**config.mk**
```make
export PLATFORM = sky130hd
export DESIGN_NAME = seven_segment_scan_driver
export DESIGN_NICKNAME = d
export VERILOG_FILES = /design/src/design/ssd_pkg.sv /design/src/design/ssd_cfg.sv /design/src/design/ssd_front.sv /design/src/design/ssd_pattern.sv /design/src/design/ssd_scan.sv /design/src/design/seven_segment_scan_driver.sv
export SDC_FILE = /design/constraint.sdc
export NUM_CORES = 1
export LEC_CHECK = 0
export ABC_AREA = 1
export BUFFER_PORTS_ARGS = -buffer_cell sky130_fd_sc_hd__buf_2
export CORE_MARGIN = 2
export CORE_UTILIZATION = 47
export DETAILED_ROUTE_END_ITERATION = 8
export PLACE_DENSITY = 0.6
export SLEW_MARGIN = 20
export SYNTH_ARGS = -nofsm -noshare
export SYNTH_HDL_FRONTEND = slang
export SYNTH_SLANG_ARGS = --single-unit
```
**constraint.sdc**
```tcl
create_clock -name clk -period 10.1 [get_ports clk]
set_clock_uncertainty 0.1 [all_clocks]
set_input_delay 2.02 -clock clk [delete_from_list [all_inputs] [get_ports clk]]
set_output_delay 2.02 -clock clk [all_outputs]
set_load 0.01 [all_outputs]
```
**src/design/ssd_pkg.sv**
```systemverilog
// ----------------------------------------------------------------------------
// ssd_pkg
// shared types, codes, font and constant-divider tables for the seven-segment
// scan driver
// ----------------------------------------------------------------------------
`default_nettype none

package ssd_pkg;

	localparam int SEG_W       = 8;
	localparam int EN_W        = 8;
	localparam int HEX_W       = 16;
	localparam int NUM_W       = 16;
	localparam int FRAMES_W    = 16;
	localparam int DWELL_W     = 16;
	localparam int DOT_W       = 3;
	localparam int MODE_W      = 2;
	localparam int NIB_W       = 4;
	localparam int CFG_IDX_W   = 2;
	localparam int CFG_DATA_W  = 16;

	// op codes
	localparam logic OP_TICK = 1'b0;
	localparam logic OP_LOAD = 1'b1;

	// display modes, the remaining code falls back to hex
	localparam logic [MODE_W-1:0] MODE_HEX    = 2'd0;
	localparam logic [MODE_W-1:0] MODE_DEC    = 2'd1;
	localparam logic [MODE_W-1:0] MODE_YELLOW = 2'd2;

	// register indexes
	localparam logic [CFG_IDX_W-1:0] CFG_DWELL   = 2'd0;
	localparam logic [CFG_IDX_W-1:0] CFG_YDWELL  = 2'd1;
	localparam logic [CFG_IDX_W-1:0] CFG_MINUS   = 2'd2;
	localparam logic [CFG_IDX_W-1:0] CFG_DOTMASK = 2'd3;

	// register reset values
	localparam logic [DWELL_W-1:0] DWELL_RST   = 16'd5000;
	localparam logic [DWELL_W-1:0] YDWELL_RST  = 16'd2500;
	localparam logic [SEG_W-1:0]   MINUS_RST   = 8'h40;
	localparam logic [SEG_W-1:0]   DOTMASK_RST = 8'h80;

	// decimal places a 16-bit magnitude can have
	localparam int QUOT_N = 5;
	// x / 10^k as (x * DEC_MUL[k]) >> DEC_SHIFT[k], exact for any 16-bit x
	localparam int DEC_MUL   [QUOT_N] = '{1, 104858, 83887, 67109, 107375};
	localparam int DEC_SHIFT [QUOT_N] = '{0, 20, 23, 26, 30};
	localparam int PROD_W = 33;

	// control travelling with each beat from the front end to the scan stage
	typedef struct packed {
		logic                is_load;
		logic                rejected;
		logic                is_dec;
		logic                yellow;
		logic                bank;
		logic [FRAMES_W-1:0] frames_run;
	} ld_ctl_t;

	function automatic int pow10(input int k);
		int r;
		r = 1;
		for (int i = 0; i < k; i++) begin
			r = r * 10;
		end
		return r;
	endfunction

	function automatic logic [SEG_W-1:0] seg_font(input logic [NIB_W-1:0] nib);
		logic [SEG_W-1:0] p;
		unique case (nib)
			4'h0: p = 8'h3F;
			4'h1: p = 8'h06;
			4'h2: p = 8'h5B;
			4'h3: p = 8'h4F;
			4'h4: p = 8'h66;
			4'h5: p = 8'h6D;
			4'h6: p = 8'h7D;
			4'h7: p = 8'h07;
			4'h8: p = 8'h7F;
			4'h9: p = 8'h6F;
			4'hA: p = 8'h77;
			4'hB: p = 8'h7C;
			4'hC: p = 8'h39;
			4'hD: p = 8'h5E;
			4'hE: p = 8'h79;
			4'hF: p = 8'h71;
			default: p = 8'h00;
		endcase
		return p;
	endfunction

endpackage

`default_nettype wire

```
**src/design/ssd_cfg.sv**
```systemverilog
// ----------------------------------------------------------------------------
// ssd_cfg
// configuration register file: dwell times, minus pattern and dot mask
// ----------------------------------------------------------------------------
`default_nettype none

module ssd_cfg (
	input  wire logic                             clk,
	input  wire logic                             arst_n,
	input  wire logic                             cfg_valid,
	output logic                                  cfg_ready,
	input  wire logic [ssd_pkg::CFG_IDX_W-1:0]    cfg_index,
	input  wire logic [ssd_pkg::CFG_DATA_W-1:0]   cfg_data,
	output logic [ssd_pkg::DWELL_W-1:0]           dwell_q,
	output logic [ssd_pkg::DWELL_W-1:0]           ydwell_q,
	output logic [ssd_pkg::SEG_W-1:0]             minus_q,
	output logic [ssd_pkg::SEG_W-1:0]             dotmask_q
);

	assign cfg_ready = 1'b1;

	always_ff @(posedge clk or negedge arst_n) begin
		if (!arst_n) begin
			dwell_q   <= ssd_pkg::DWELL_RST;
			ydwell_q  <= ssd_pkg::YDWELL_RST;
			minus_q   <= ssd_pkg::MINUS_RST;
			dotmask_q <= ssd_pkg::DOTMASK_RST;
		end else if (cfg_valid) begin
			unique case (cfg_index)
				ssd_pkg::CFG_DWELL:   dwell_q   <= cfg_data;
				ssd_pkg::CFG_YDWELL:  ydwell_q  <= cfg_data;
				ssd_pkg::CFG_MINUS:   minus_q   <= cfg_data[ssd_pkg::SEG_W-1:0];
				ssd_pkg::CFG_DOTMASK: dotmask_q <= cfg_data[ssd_pkg::SEG_W-1:0];
				default: ;
			endcase
		end
	end

endmodule

`default_nettype wire

```
**src/design/ssd_front.sv**
```systemverilog
// ----------------------------------------------------------------------------
// ssd_front
// input register, load decode, range check and decimal quotients by
// reciprocal multiplication
// ----------------------------------------------------------------------------
`default_nettype none

module ssd_front #(
	parameter int NUM_DIGITS = 4
) (
	input  wire logic                                          clk,
	input  wire logic                                          arst_n,
	input  wire logic                                          in_valid,
	output logic                                               in_ready,
	input  wire logic                                          op,
	input  wire logic [ssd_pkg::MODE_W-1:0]                    mode,
	input  wire logic [ssd_pkg::HEX_W-1:0]                     hex_value,
	input  wire logic signed [ssd_pkg::NUM_W-1:0]              signed_number,
	input  wire logic [ssd_pkg::DOT_W-1:0]                     dot_pos,
	input  wire logic                                          color,
	input  wire logic [ssd_pkg::FRAMES_W-1:0]                  frames,
	output logic                                               valid_s2,
	input  wire logic                                          down_ready,
	output ssd_pkg::ld_ctl_t                                   ctl_s2,
	output logic [ssd_pkg::QUOT_N-1:0][ssd_pkg::NUM_W-1:0]     quot_s2,
	output logic                                               neg_s2,
	output logic [ssd_pkg::HEX_W-1:0]                          hex_s2,
	output logic [ssd_pkg::DOT_W-1:0]                          dot_pos_s2
);

	localparam int DEC_LO = -(ssd_pkg::pow10(NUM_DIGITS - 1) - 1);
	localparam int DEC_HI = ssd_pkg::pow10(NUM_DIGITS) - 1;

	logic                               valid_s1;
	logic                               op_s1;
	logic [ssd_pkg::MODE_W-1:0]         mode_s1;
	logic [ssd_pkg::HEX_W-1:0]          hex_s1;
	logic signed [ssd_pkg::NUM_W-1:0]   num_s1;
	logic [ssd_pkg::DOT_W-1:0]          dot_s1;
	logic                               color_s1;
	logic [ssd_pkg::FRAMES_W-1:0]       frames_s1;

	logic                                              s2_ready;
	ssd_pkg::ld_ctl_t                                  ctl_d;
	logic [ssd_pkg::QUOT_N-1:0][ssd_pkg::NUM_W-1:0]    quot_d;
	logic [ssd_pkg::NUM_W-1:0]                         mag;
	logic                                              in_range;

	assign s2_ready = !valid_s2 || down_ready;
	assign in_ready = !valid_s1 || s2_ready;

	always_ff @(posedge clk or negedge arst_n) begin
		if (!arst_n) begin
			valid_s1 <= 1'b0;
		end else if (in_ready) begin
			valid_s1 <= in_valid;
		end
	end

	always_ff @(posedge clk) begin
		if (in_ready && in_valid) begin
			op_s1     <= op;
			mode_s1   <= mode;
			hex_s1    <= hex_value;
			num_s1    <= signed_number;
			dot_s1    <= dot_pos;
			color_s1  <= color;
			frames_s1 <= frames;
		end
	end

	// sign, magnitude and decode
	always_comb begin
		in_range = (int'(num_s1) >= DEC_LO) && (int'(num_s1) <= DEC_HI);
		mag      = num_s1[ssd_pkg::NUM_W-1] ? ssd_pkg::NUM_W'(-num_s1)
		                                    : ssd_pkg::NUM_W'(num_s1);
		ctl_d.is_load  = (op_s1 == ssd_pkg::OP_LOAD);
		ctl_d.is_dec   = (mode_s1 == ssd_pkg::MODE_DEC);
		ctl_d.yellow   = (mode_s1 == ssd_pkg::MODE_YELLOW);
		ctl_d.rejected = ctl_d.is_load && ctl_d.is_dec && !in_range;
		ctl_d.bank     = ctl_d.yellow ? 1'b1 : color_s1;
		ctl_d.frames_run = ctl_d.yellow ? {1'b0, frames_s1[ssd_pkg::FRAMES_W-1:1]}
		                                : frames_s1;
	end

	// mag / 10^k for each decimal place
	always_comb begin
		logic [ssd_pkg::PROD_W-1:0] prod;
		prod = '0;
		for (int k = 0; k < ssd_pkg::QUOT_N; k++) begin
			prod      = ssd_pkg::PROD_W'(mag) * ssd_pkg::PROD_W'(ssd_pkg::DEC_MUL[k]);
			quot_d[k] = ssd_pkg::NUM_W'(prod >> ssd_pkg::DEC_SHIFT[k]);
		end
	end

	always_ff @(posedge clk or negedge arst_n) begin
		if (!arst_n) begin
			valid_s2 <= 1'b0;
		end else if (s2_ready) begin
			valid_s2 <= valid_s1;
		end
	end

	always_ff @(posedge clk) begin
		if (s2_ready && valid_s1) begin
			ctl_s2     <= ctl_d;
			quot_s2    <= quot_d;
			neg_s2     <= num_s1[ssd_pkg::NUM_W-1];
			hex_s2     <= hex_s1;
			dot_pos_s2 <= dot_s1;
		end
	end

endmodule

`default_nettype wire

```
**src/design/ssd_pattern.sv**
```systemverilog
// ----------------------------------------------------------------------------
// ssd_pattern
// per-digit segment bytes: decimal digits from quotients, hex nibbles,
// font lookup, dot and minus sign
// ----------------------------------------------------------------------------
`default_nettype none

module ssd_pattern #(
	parameter int NUM_DIGITS = 4
) (
	input  wire logic                                          clk,
	input  wire logic                                          arst_n,
	input  wire logic                                          valid_s2,
	output logic                                               ready_s2,
	input  wire ssd_pkg::ld_ctl_t                              ctl_s2,
	input  wire logic [ssd_pkg::QUOT_N-1:0][ssd_pkg::NUM_W-1:0] quot_s2,
	input  wire logic                                          neg_s2,
	input  wire logic [ssd_pkg::HEX_W-1:0]                     hex_s2,
	input  wire logic [ssd_pkg::DOT_W-1:0]                     dot_pos_s2,
	input  wire logic [ssd_pkg::SEG_W-1:0]                     minus_pattern,
	input  wire logic [ssd_pkg::SEG_W-1:0]                     dot_mask,
	output logic                                               valid_s3,
	input  wire logic                                          down_ready,
	output ssd_pkg::ld_ctl_t                                   ctl_s3,
	output logic [NUM_DIGITS-1:0][ssd_pkg::SEG_W-1:0]          pat_s3
);

	localparam int NIB_N = ssd_pkg::HEX_W / ssd_pkg::NIB_W;

	logic [NUM_DIGITS-1:0][ssd_pkg::SEG_W-1:0] pat_d;

	assign ready_s2 = !valid_s3 || down_ready;

	for (genvar i = 0; i < NUM_DIGITS; i++) begin : g_digit
		logic [ssd_pkg::NIB_W-1:0] dec_dig;
		logic [ssd_pkg::NIB_W-1:0] hex_nib;
		logic                      dot_on;

		// digit = q_i - 10 * q_(i+1)
		if (i < ssd_pkg::QUOT_N - 1) begin : g_mid
			logic [ssd_pkg::NUM_W-1:0] ten_q;
			assign ten_q   = {quot_s2[i+1][ssd_pkg::NUM_W-4:0], 3'b000}
			               + {quot_s2[i+1][ssd_pkg::NUM_W-2:0], 1'b0};
			assign dec_dig = ssd_pkg::NIB_W'(quot_s2[i] - ten_q);
		end else if (i == ssd_pkg::QUOT_N - 1) begin : g_top
			assign dec_dig = ssd_pkg::NIB_W'(quot_s2[i]);
		end else begin : g_zero
			assign dec_dig = '0;
		end

		if (i < NIB_N) begin : g_nib
			assign hex_nib = hex_s2[i*ssd_pkg::NIB_W +: ssd_pkg::NIB_W];
		end else begin : g_nonib
			assign hex_nib = '0;
		end

		assign dot_on = ({1'b0, dot_pos_s2} == (ssd_pkg::DOT_W + 1)'(i + 1));

		always_comb begin
			if (ctl_s2.is_dec && neg_s2 && (i == NUM_DIGITS - 1)) begin
				pat_d[i] = minus_pattern;
			end else if (ctl_s2.is_dec) begin
				pat_d[i] = ssd_pkg::seg_font(dec_dig) | (dot_on ? dot_mask : '0);
			end else begin
				pat_d[i] = ssd_pkg::seg_font(hex_nib) | (dot_on ? dot_mask : '0);
			end
		end
	end

	always_ff @(posedge clk or negedge arst_n) begin
		if (!arst_n) begin
			valid_s3 <= 1'b0;
		end else if (ready_s2) begin
			valid_s3 <= valid_s2;
		end
	end

	always_ff @(posedge clk) begin
		if (ready_s2 && valid_s2) begin
			ctl_s3 <= ctl_s2;
			pat_s3 <= pat_d;
		end
	end

endmodule

`default_nettype wire

```
**src/design/ssd_scan.sv**
```systemverilog
// ----------------------------------------------------------------------------
// ssd_scan
// scan state (digit slot, dwell counter, frames left, bank) and the result
// register
// ----------------------------------------------------------------------------
`default_nettype none

module ssd_scan #(
	parameter int NUM_DIGITS = 4
) (
	input  wire logic                                        clk,
	input  wire logic                                        arst_n,
	input  wire logic                                        valid_s3,
	output logic                                             ready_s3,
	input  wire ssd_pkg::ld_ctl_t                            ctl_s3,
	input  wire logic [NUM_DIGITS-1:0][ssd_pkg::SEG_W-1:0]   pat_s3,
	input  wire logic [ssd_pkg::DWELL_W-1:0]                 dwell_ticks,
	input  wire logic [ssd_pkg::DWELL_W-1:0]                 yellow_dwell_ticks,
	output logic                                             out_valid_q,
	input  wire logic                                        out_ready,
	output logic [ssd_pkg::SEG_W-1:0]                        seg_q,
	output logic [ssd_pkg::EN_W-1:0]                         en_q,
	output logic                                             busy_q,
	output logic                                             rej_q
);

	localparam int SLOT_W = (NUM_DIGITS > 1) ? $clog2(NUM_DIGITS) : 1;
	localparam int IDX_W  = 5;

	logic                                        running_q, running_n;
	logic                                        yellow_q, yellow_n;
	logic                                        bank_q, bank_n;
	logic [NUM_DIGITS-1:0][ssd_pkg::SEG_W-1:0]   pat_q, pat_n;
	logic [SLOT_W-1:0]                           slot_q, slot_n;
	logic [ssd_pkg::DWELL_W-1:0]                 cnt_q, cnt_n;
	logic [ssd_pkg::FRAMES_W-1:0]                frames_q, frames_n;

	logic                                        adv;
	logic [ssd_pkg::DWELL_W-1:0]                 dwell_eff;
	logic [ssd_pkg::DWELL_W:0]                   cnt_inc;
	logic [IDX_W-1:0]                            en_idx;
	logic [ssd_pkg::SEG_W-1:0]                   seg_d;
	logic [ssd_pkg::EN_W-1:0]                    en_d;
	logic                                        rej_d;

	assign ready_s3 = !out_valid_q || out_ready;
	assign adv      = valid_s3 && ready_s3;

	always_comb begin
		dwell_eff = yellow_q ? yellow_dwell_ticks : dwell_ticks;
		if (dwell_eff == '0) begin
			dwell_eff = ssd_pkg::DWELL_W'(1);
		end
		cnt_inc = {1'b0, cnt_q} + (ssd_pkg::DWELL_W + 1)'(1);
		en_idx  = IDX_W'(slot_q) + (bank_q ? IDX_W'(NUM_DIGITS) : '0);
	end

	always_comb begin
		running_n = running_q;
		yellow_n  = yellow_q;
		bank_n    = bank_q;
		pat_n     = pat_q;
		slot_n    = slot_q;
		cnt_n     = cnt_q;
		frames_n  = frames_q;
		seg_d     = '0;
		en_d      = '0;
		rej_d     = 1'b0;

		if (ctl_s3.is_load) begin
			slot_n = '0;
			cnt_n  = '0;
			if (ctl_s3.rejected) begin
				running_n = 1'b0;
				frames_n  = '0;
				rej_d     = 1'b1;
			end else begin
				pat_n     = pat_s3;
				yellow_n  = ctl_s3.yellow;
				bank_n    = ctl_s3.bank;
				frames_n  = ctl_s3.frames_run;
				running_n = (ctl_s3.frames_run != '0);
			end
		end else if (!running_q) begin
			running_n = 1'b0;
			frames_n  = '0;
			slot_n    = '0;
			cnt_n     = '0;
		end else begin
			seg_d = pat_q[slot_q];
			for (int b = 0; b < ssd_pkg::EN_W; b++) begin
				en_d[b] = (en_idx == IDX_W'(b));
			end
			if (cnt_inc >= {1'b0, dwell_eff}) begin
				cnt_n = '0;
				if (slot_q == SLOT_W'(NUM_DIGITS - 1)) begin
					slot_n   = '0;
					frames_n = frames_q - ssd_pkg::FRAMES_W'(1);
					if (yellow_q) begin
						bank_n = !bank_q;
					end
					if (frames_n == '0) begin
						running_n = 1'b0;
					end
				end else begin
					slot_n = slot_q + SLOT_W'(1);
				end
			end else begin
				cnt_n = cnt_inc[ssd_pkg::DWELL_W-1:0];
			end
		end
	end

	always_ff @(posedge clk or negedge arst_n) begin
		if (!arst_n) begin
			running_q   <= 1'b0;
			yellow_q    <= 1'b0;
			bank_q      <= 1'b0;
			pat_q       <= '0;
			slot_q      <= '0;
			cnt_q       <= '0;
			frames_q    <= '0;
			out_valid_q <= 1'b0;
		end else begin
			if (adv) begin
				running_q   <= running_n;
				yellow_q    <= yellow_n;
				bank_q      <= bank_n;
				pat_q       <= pat_n;
				slot_q      <= slot_n;
				cnt_q       <= cnt_n;
				frames_q    <= frames_n;
				out_valid_q <= 1'b1;
			end else if (out_ready) begin
				out_valid_q <= 1'b0;
			end
		end
	end

	always_ff @(posedge clk) begin
		if (adv) begin
			seg_q  <= seg_d;
			en_q   <= en_d;
			busy_q <= running_n;
			rej_q  <= rej_d;
		end
	end

endmodule

`default_nettype wire

```
**src/design/seven_segment_scan_driver.sv**
```systemverilog
// ----------------------------------------------------------------------------
// seven_segment_scan_driver
// multiplexed seven-segment driver with red and green digit banks
// ----------------------------------------------------------------------------
// Every input beat gives exactly one result beat. A load beat (tuser = 1)
// latches the segment bytes for all digits (hex, signed decimal or yellow hex)
// and starts a run of frames, unless it is an out-of-range decimal load,
// which is rejected and stops the scan; while a run is active, a tick beat
// (tuser = 0) drives one digit's segment byte and a one-hot enable on the
// active bank, advancing the scan after each dwell. The block takes one beat
// per clock when the output side is not stalled and holds up to four beats
// in flight: input register, quotient stage, pattern stage and the result
// register. Decimal quotients come from reciprocal multiplies in the quotient
// stage; all scan state lives in the last stage, so the sequence of beats is
// handled strictly in order. Configuration writes are taken at any time but
// must only be made while the block is idle.
// ----------------------------------------------------------------------------
`default_nettype none

module seven_segment_scan_driver #(
	parameter int NUM_DIGITS = 4
) (
	input  wire logic                                clk,
	input  wire logic                                arst_n,
	// input beats
	input  wire logic                                s_tvalid,
	output logic                                     s_tready,
	// mode[1:0], hex_value[17:2], signed_number[33:18], dot_pos[36:34],
	// color[37], frames[53:38], zero pad[55:54]
	input  wire logic [55:0]                         s_tdata,
	// op[0]: 0 tick, 1 load
	input  wire logic [0:0]                          s_tuser,
	// result beats
	output logic                                     m_tvalid,
	input  wire logic                                m_tready,
	// segments[7:0], digit_enables[15:8], busy_res[16], rejected[17],
	// zero pad[23:18]
	output logic [23:0]                              m_tdata,
	// configuration writes
	input  wire logic                                cfg_valid,
	output logic                                     cfg_ready,
	input  wire logic [ssd_pkg::CFG_IDX_W-1:0]       cfg_index,
	input  wire logic [ssd_pkg::CFG_DATA_W-1:0]      cfg_data
);

	// configuration
	logic [ssd_pkg::DWELL_W-1:0] dwell_q;
	logic [ssd_pkg::DWELL_W-1:0] ydwell_q;
	logic [ssd_pkg::SEG_W-1:0]   minus_q;
	logic [ssd_pkg::SEG_W-1:0]   dotmask_q;

	// front end to pattern stage
	logic                                             valid_s2;
	logic                                             ready_s2;
	ssd_pkg::ld_ctl_t                                 ctl_s2;
	logic [ssd_pkg::QUOT_N-1:0][ssd_pkg::NUM_W-1:0]   quot_s2;
	logic                                             neg_s2;
	logic [ssd_pkg::HEX_W-1:0]                        hex_s2;
	logic [ssd_pkg::DOT_W-1:0]                        dot_pos_s2;

	// pattern stage to scan stage
	logic                                             valid_s3;
	logic                                             ready_s3;
	ssd_pkg::ld_ctl_t                                 ctl_s3;
	logic [NUM_DIGITS-1:0][ssd_pkg::SEG_W-1:0]        pat_s3;

	// result register
	logic [ssd_pkg::SEG_W-1:0]                        seg_q;
	logic [ssd_pkg::EN_W-1:0]                         en_q;
	logic                                             busy_q;
	logic                                             rej_q;

	ssd_cfg u_cfg (
		.clk       (clk),
		.arst_n    (arst_n),
		.cfg_valid (cfg_valid),
		.cfg_ready (cfg_ready),
		.cfg_index (cfg_index),
		.cfg_data  (cfg_data),
		.dwell_q   (dwell_q),
		.ydwell_q  (ydwell_q),
		.minus_q   (minus_q),
		.dotmask_q (dotmask_q)
	);

	// input register, decode, range check, decimal quotients
	ssd_front #(
		.NUM_DIGITS (NUM_DIGITS)
	) u_front (
		.clk           (clk),
		.arst_n        (arst_n),
		.in_valid      (s_tvalid),
		.in_ready      (s_tready),
		.op            (s_tuser[0]),
		.mode          (s_tdata[1:0]),
		.hex_value     (s_tdata[17:2]),
		.signed_number (s_tdata[33:18]),
		.dot_pos       (s_tdata[36:34]),
		.color         (s_tdata[37]),
		.frames        (s_tdata[53:38]),
		.valid_s2      (valid_s2),
		.down_ready    (ready_s2),
		.ctl_s2        (ctl_s2),
		.quot_s2       (quot_s2),
		.neg_s2        (neg_s2),
		.hex_s2        (hex_s2),
		.dot_pos_s2    (dot_pos_s2)
	);

	// segment bytes for every digit
	ssd_pattern #(
		.NUM_DIGITS (NUM_DIGITS)
	) u_pattern (
		.clk           (clk),
		.arst_n        (arst_n),
		.valid_s2      (valid_s2),
		.ready_s2      (ready_s2),
		.ctl_s2        (ctl_s2),
		.quot_s2       (quot_s2),
		.neg_s2        (neg_s2),
		.hex_s2        (hex_s2),
		.dot_pos_s2    (dot_pos_s2),
		.minus_pattern (minus_q),
		.dot_mask      (dotmask_q),
		.valid_s3      (valid_s3),
		.down_ready    (ready_s3),
		.ctl_s3        (ctl_s3),
		.pat_s3        (pat_s3)
	);

	// scan state and result register
	ssd_scan #(
		.NUM_DIGITS (NUM_DIGITS)
	) u_scan (
		.clk                (clk),
		.arst_n             (arst_n),
		.valid_s3           (valid_s3),
		.ready_s3           (ready_s3),
		.ctl_s3             (ctl_s3),
		.pat_s3             (pat_s3),
		.dwell_ticks        (dwell_q),
		.yellow_dwell_ticks (ydwell_q),
		.out_valid_q        (m_tvalid),
		.out_ready          (m_tready),
		.seg_q              (seg_q),
		.en_q               (en_q),
		.busy_q             (busy_q),
		.rej_q              (rej_q)
	);

	assign m_tdata = {6'b000000, rej_q, busy_q, en_q, seg_q};

endmodule

`default_nettype wire
```
==> impl_metrics.ini, run 1 <==
[run_status]
status = finished clean

[worst_setup_path]
crit_required_ns = 10.27
ff2ff_setup_slack_ns = 2.17
crit_type = reg -> reg
reg2regPathDepth = 25
r2r_end = u_front.quot_s2[33]$_DFFE_PP_
reg2reg_from = u_front.num_s1[0]$_DFFE_PP_
critPathArrivalTime_ns = 8.10
crit_start = u_front.num_s1[0]$_DFFE_PP_
crit_fanout = 23
start_kind = register
cp-end-kind = register

[clock_tree]
ctsHtreeMaxLevel = 2
cts_setup_buffers = 0
cts_root_buf = clkbuf_16
clock_path_buffers = 3
tritoncts = done
clk_latency_ns = 0.56
hold_buffers = 0
cts_made_buffers = 37
path_clk_slew_ns = 0.06
post_cts_resize_count = 0
cts.sinks = 334

[detailed_routing]
wl_met2_mm = 36.4
wl_met3_mm = 2.32
num_vias = 21600
drc = 0
ant_nets = 0
vias_per_cell = 5.02
first_iter_violations = 1145
m1WireLength_mm = 31.0
post_drt_wl_per_cell_um = 16.8
dr.pass1.iters = 5
drt-total-wl_mm = 72.2
top_layer = met4

[yosys]
yosysTopAreaCellShare_pct = 19.1
async_flop_share_pct = 36.2
yosysSeqAreaShare_pct = 29.2
ys_warn_count = 0
synth_area_sq_um = 31400
synth_common_cells = inv_1, nand2_1, ha_1
yosysMostFrequentCell = inv_1
synth-seq-cells = 334
syn_inst = 3297
syn_area_per_cell_sq_um = 9.52
synth_top_area_cell = fa_1
synth-edff-count = 185
yosys_most_used_dff = edfxtp_1
ys_types = 60
synth.area.top_cells = fa_1, ha_1, edfxtp_1

[sta]
setup_viol = 0
fin_crit_sh_pct = 78.5
drv_slew = 0
maxSlewHeadroom_pct = 27.2
finalHoldViolations = 0
tightest_slew_ns = 1.08
rsz0062_at_grt = false
max_freq_mhz = 126
post-route-min-period_ns = 7.93
fin_tns_setup_ns = 0

[floorplanning]
num_rows = 94
die_h_um = 262
core_area_sq_um = 66000
die_x_um = 262
ios = 107
start_util_pct = 47.6
die-area_sq_um = 68900

[global_route]
antenna_found_initial = 2
grt_pass1_vias = 22300
grt_pass1_wl_mm = 118
grt_start_max_net_pins = 66
grtUsageTotal_pct = 21.5
grt.overflow.total = 0

[min_path]
hp-class = reg -> reg
hold_start = u_front.dot_s1[2]$_DFFE_PP_
holdPathEnd = u_front.dot_pos_s2[2]$_DFFE_PP_
hold-path-cell-count = 0

[placement]
gp_congestion = 0.893
port_buffers = 97
hpwl_mm = 58.6

[cells_and_area]
post-route-util_pct = 51.9
area_growth_pct = 9.07
diodes = 0
num-nets-final = 4269
drive_gt1_share_pct = 9.20

[flow_run]
maxCapViolCount = 0
==> final cells by class <==
type                            count  area [sq um]
Tap cell                          864          1080
Multi-Input combinational cell   2220         19400
Timing Repair Buffer              126           706
Clock buffer                       47          1070
Inverter                          699          2630
Clock inverter                     21           199
Sequential cell                   334          9160
Fill cell                        6242         31700
==> worst max-delay path, stage by stage (launching register included) <==
cell and delay, ns:
edfxtp_1 0.38, buf_4 0.29, nor3_1 0.39, inv_1 0.11, o31ai_1 0.25, xor2_1 0.50
inv_1 0.38, fa_1 0.74, inv_1 0.13, fa_1 0.49, inv_1 0.05, fa_1 0.47
fa_1 0.50, inv_1 0.06, fa_1 0.53, inv_1 0.06, fa_1 0.47, ha_1 0.35
nand2_1 0.08, nor2_1 0.17, nand3_1 0.14, o221ai_1 0.21, nand3_1 0.10, nand2_1 0.07
o21bai_1 0.16, xor2_1 0.46
==> through the flow <==
| stage | setup slack (ns) | area [sq um] | hold slack, ns | instances |
|---|---|---|---|---|
| global route | 1.77 | 34200 | 0.317 | 4311 |
| global placement | 2.25 | 33000 | 0.304 | 4243 |
| floorplan | 2.58 | 31400 | 0.300 | 3302 |
| CTS | 2.19 | 34200 | 0.305 | 4311 |
| finish | 2.17 | 34200 | 0.308 | 4311 |
| detailed placement | 2.24 | 33000 | 0.305 | 4243 |
==> per-layer routing <==
metal  up-vias  track usage, %
li1      10900               -
met2       327            38.5
met4         0            7.61
met1     10300            26.7
met5         -               0
met3       133            2.88
==> worst max path at each step <==
| stage | slack, ns | endpoint |
|---|---|---|
| floorplan | 2.58 | u_front.quot_s2[64]$_DFFE_PP_ |
| global placement | 2.25 | u_front.quot_s2[33]$_DFFE_PP_ |
| detailed placement | 2.24 | u_front.quot_s2[33]$_DFFE_PP_ |
| CTS | 2.19 | u_front.quot_s2[33]$_DFFE_PP_ |
| global route | 1.77 | u_front.quot_s2[34]$_DFFE_PP_ |
| finish | 2.17 | u_front.quot_s2[33]$_DFFE_PP_ |
==> cell families (layout without fill, tap and decap cells) <==
kind of cell / Yosys count / after routing / share of synthesized area [%]
and+or+nand+nor: 910 / 910 / 12.4
adders and majority gates: 771 / 771 / 37.9
buffers and inverters: 748 / 893 / 9.23
AOI/OAI and AO/OA: 414 / 414 / 7.75
DFF: 334 / 334 / 29.2
xor gates and xnor gates: 76 / 76 / 2.12
muxes: 42 / 42 / 1.44
other: 2 / 7 / 0.0239
==> sequential cells by signal (all words and copies together), names as in the netlist, 3 cells and up, named ones only <==
signal and flops:
u_cfg.dotmask_q 8, u_cfg.dwell_q 16, u_cfg.minus_q 8, u_cfg.ydwell_q 16
u_front.ctl_s2 21, u_front.dot_pos_s2 3, u_front.dot_s1 3, u_front.frames_s1 16
u_front.hex_s1 16, u_front.hex_s2 16, u_front.num_s1 16, u_front.quot_s2 19
u_pattern.ctl_s3 20, u_pattern.pat_s3 32, u_scan.cnt_q 16, u_scan.en_q 8
u_scan.frames_q 16, u_scan.pat_q 32, u_scan.seg_q 8
==> cells in the final DEF (no fill, tap or decap), types with 10 or more instances in the layout <==
cell type,synthesis,routed
o31ai_1,12,12
dfxtp_1,28,28
dfstp_2,12,12
nor3_1,39,39
nand2_1,508,508
a21oi_2,10,10
o21ai_0,166,165
a21o_1,13,13
a31oi_1,12,12
nor4_1,14,14
buf_4,11,30
ha_1,472,472
inv_2,12,12
buf_2,2,96
dfrtp_1,109,109
or2_2,13,13
inv_1,684,683
o21ai_2,15,15
mux2_2,26,26
clkbuf_16,0,40
nor2_1,174,172
xor2_1,54,51
fa_1,299,299
edfxtp_1,185,185
xnor2_1,22,21
a21oi_1,109,109
nand4_1,36,36
o211ai_1,20,20
mux2i_1,16,16
o22ai_1,14,14
nor2_2,12,13
nand3_1,87,86
Power of run 1 is not shown: default switching activity piles up to over one toggle a cycle in this logic, so the estimate is an artifact.
==> inputs of run 2 (changes only) <==
- PLACE_DENSITY: 0.6 -> 0.63
- clock period: 10.1 -> 6.4 ns (I/O delays scaled with it)
==> run 2 against run 1 <==
  * Cell area increased by 7.1%
  * Count of clock-buffer cells in the layout increased by 6
  * Register-to-register slack got worse by 2.2 ns
  * Critical endpoint unchanged
  * The run now ends with setup timing left
  * Sequential share of layout area is 1.8 points lower
  * Wire length up 5.3%
==> impl_metrics.ini, run 2 (synthesis results as in run 1) <==
[sta]
setup_viol = 2
setup_ws_ns = -0.0331
timing.hold.ws_ns = 0.310
finalHoldViolations = 0
drv_slew = 0
max_freq_mhz = 155
post-route-min-period_ns = 6.43
maxSlewHeadroom_pct = 30.1
fin_crit_sh_pct = 101
rsz0062_at_grt = true
tightest_slew_ns = 1.05

[worst_setup_path]
critPathArrivalTime_ns = 6.68
r2r_end = u_front.quot_s2[33]$_DFFE_PP_
crit_type = reg -> reg
start_kind = register
crit_required_ns = 6.64
worst_path_most_repeated_cell = buf_4
crit_slowest_cell = fa_1
crit_fanout = 5
cp-end-kind = register
reg2reg_from = u_front.num_s1[0]$_DFFE_PP_
ff2ff_setup_slack_ns = -0.03
reg2regPathDepth = 28
cp_slowest_stage_delay_ns = 0.54

[global_route]
grtUsageTotal_pct = 22.5
grt_pass1_vias = 23300
grt_pass1_wl_mm = 123
grt.overflow.total = 0
grt_start_max_net_pins = 61
antenna_found_initial = 0

[clock_tree]
hold_buffers = 0
cts_root_buf = clkbuf_16
cts.sinks = 334
path_clk_slew_ns = 0.06
clock_path_buffers = 3
ctsHtreeMaxLevel = 2
tritoncts = done
cts_made_buffers = 39
clk_latency_ns = 0.59

[cells_and_area]
multiInputGateArea_sq_um = 20300
reg_top3 = u_pattern.pat_s3: 32 flops, u_scan.pat_q: 32 flops, u_front.ctl_s2: 21 flops
post-route-util_pct = 55.6
mostFrequentLayoutCells = inv_1, nand2_1, ha_1, fa_1, buf_4
regArea_sq_um = 9160
num-nets-final = 4447
drive_gt1_share_pct = 17.5
final_common_cell = inv_1
fill_cells = 5894
finalInstanceArea_sq_um = 36700
diodes = 0
area_growth_pct = 16.8

[floorplanning]
die_h_um = 262
core_area_sq_um = 66000
num_rows = 94
die-area_sq_um = 68900
die_x_um = 262
start_util_pct = 47.6
ios = 107

[min_path]
hp-class = reg -> reg
hold_start = u_front.ctl_s2[9]$_DFFE_PP_
hold-path-cell-count = 0
holdPathEnd = u_pattern.ctl_s3[9]$_DFFE_PP_

[detailed_routing]
num_vias = 22600
vias_per_cell = 5.02
dr.pass1.iters = 7
post_drt_wl_per_cell_um = 16.9
ant_nets = 0
first_iter_violations = 1188
drc = 0
drt-total-wl_mm = 76.1

[run_status]
status = complete, but fails checks
violations = setup timing

[placement]
port_buffers = 97
gp_congestion = 0.966
hpwl_mm = 62.2
place_area_sq_um = 34700

[flow_run]
maxCapViolCount = 0
[run 2: cell count changes in the layout (fill, tap and decap cells not counted), moves of 11 or more]
cell,delta
ha_1,-32
nand2_1,-11
fa_2,+20
ha_4,+26
inv_2,+24
inv_1,-28
a21oi_1,-11
fa_1,-20
buf_4,+156
buf_6,+11
[run 2: final cells by class]
type                    count  share of cell area, %
flip-flops and latches    334                   25.0
inverters                 699                   7.19
clock buffers              53                   2.94
multi-input cells        2220                   55.4
repair buffers            302                   5.95
well taps                 864                   2.95
clock inverters            19                  0.638
[run 2: metrics by stage]
stage	setup slack, ns	setup TNS [ns]	std cells
2_1_floorplan	-0.305	-1.79	3302
3_3_place_gp	-0.244	-0.911	4397
3_5_place_dp	-0.247	-1.12	4397
4_1_cts	-0.0469	-0.185	4478
5_1_grt	-0.254	-1.59	4491
6_report	-0.0331	-0.0434	4491
[run 2: what timing repair did]
action / in CTS / in global routing
endpoints found under the hold margin: 0 / 0
buffers inserted: 10 / 13
gates resized for setup: 24 / 81
pin swaps: 40 / 54
endpoints found under the setup margin: 8 / 13
[run 2: metal layers]
metal / up-vias / global-route usage [%] / part of all wire, %
met5: - / 0 / 0
met4: 0 / 8.73 / 4.2
met3: 152 / 2.68 / 3.6
met2: 379 / 40.2 / 50
met1: 10800 / 27.7 / 42
li1: 11200 / - / -
[run 2: critical path, delay by kind of cell (launching register included)]
family,cells,cell delay [ns]
adders and majority gates,7,3.02
AOI/OAI and AO/OA,4,0.58
and+or+nand+nor,4,0.48
xor gates and xnor gates,2,0.31
DFF,1,0.43
buffers and inverters,11,1.24
[run 2: worst max path at each step]
| stage | start | endpoint | slack, ns | cells past startpoint |
|---|---|---|---|---|
| 6_report | u_front.num_s1[0]$_DFFE_PP_ | u_front.quot_s2[33]$_DFFE_PP_ | -0.03 | 28 |
| 5_1_grt | u_front.num_s1[0]$_DFFE_PP_ | u_front.quot_s2[33]$_DFFE_PP_ | -0.25 | 28 |
| 3_5_place_dp | u_front.num_s1[1]$_DFFE_PP_ | u_front.quot_s2[64]$_DFFE_PP_ | -0.25 | 31 |
| 2_1_floorplan | u_front.num_s1[0]$_DFFE_PP_ | u_front.quot_s2[64]$_DFFE_PP_ | -0.31 | 28 |
| 4_1_cts | u_front.num_s1[0]$_DFFE_PP_ | u_front.quot_s2[64]$_DFFE_PP_ | -0.05 | 28 |
| 3_3_place_gp | u_front.num_s1[1]$_DFFE_PP_ | u_front.quot_s2[64]$_DFFE_PP_ | -0.24 | 31 |
Power of run 2 is left out for the same reason.
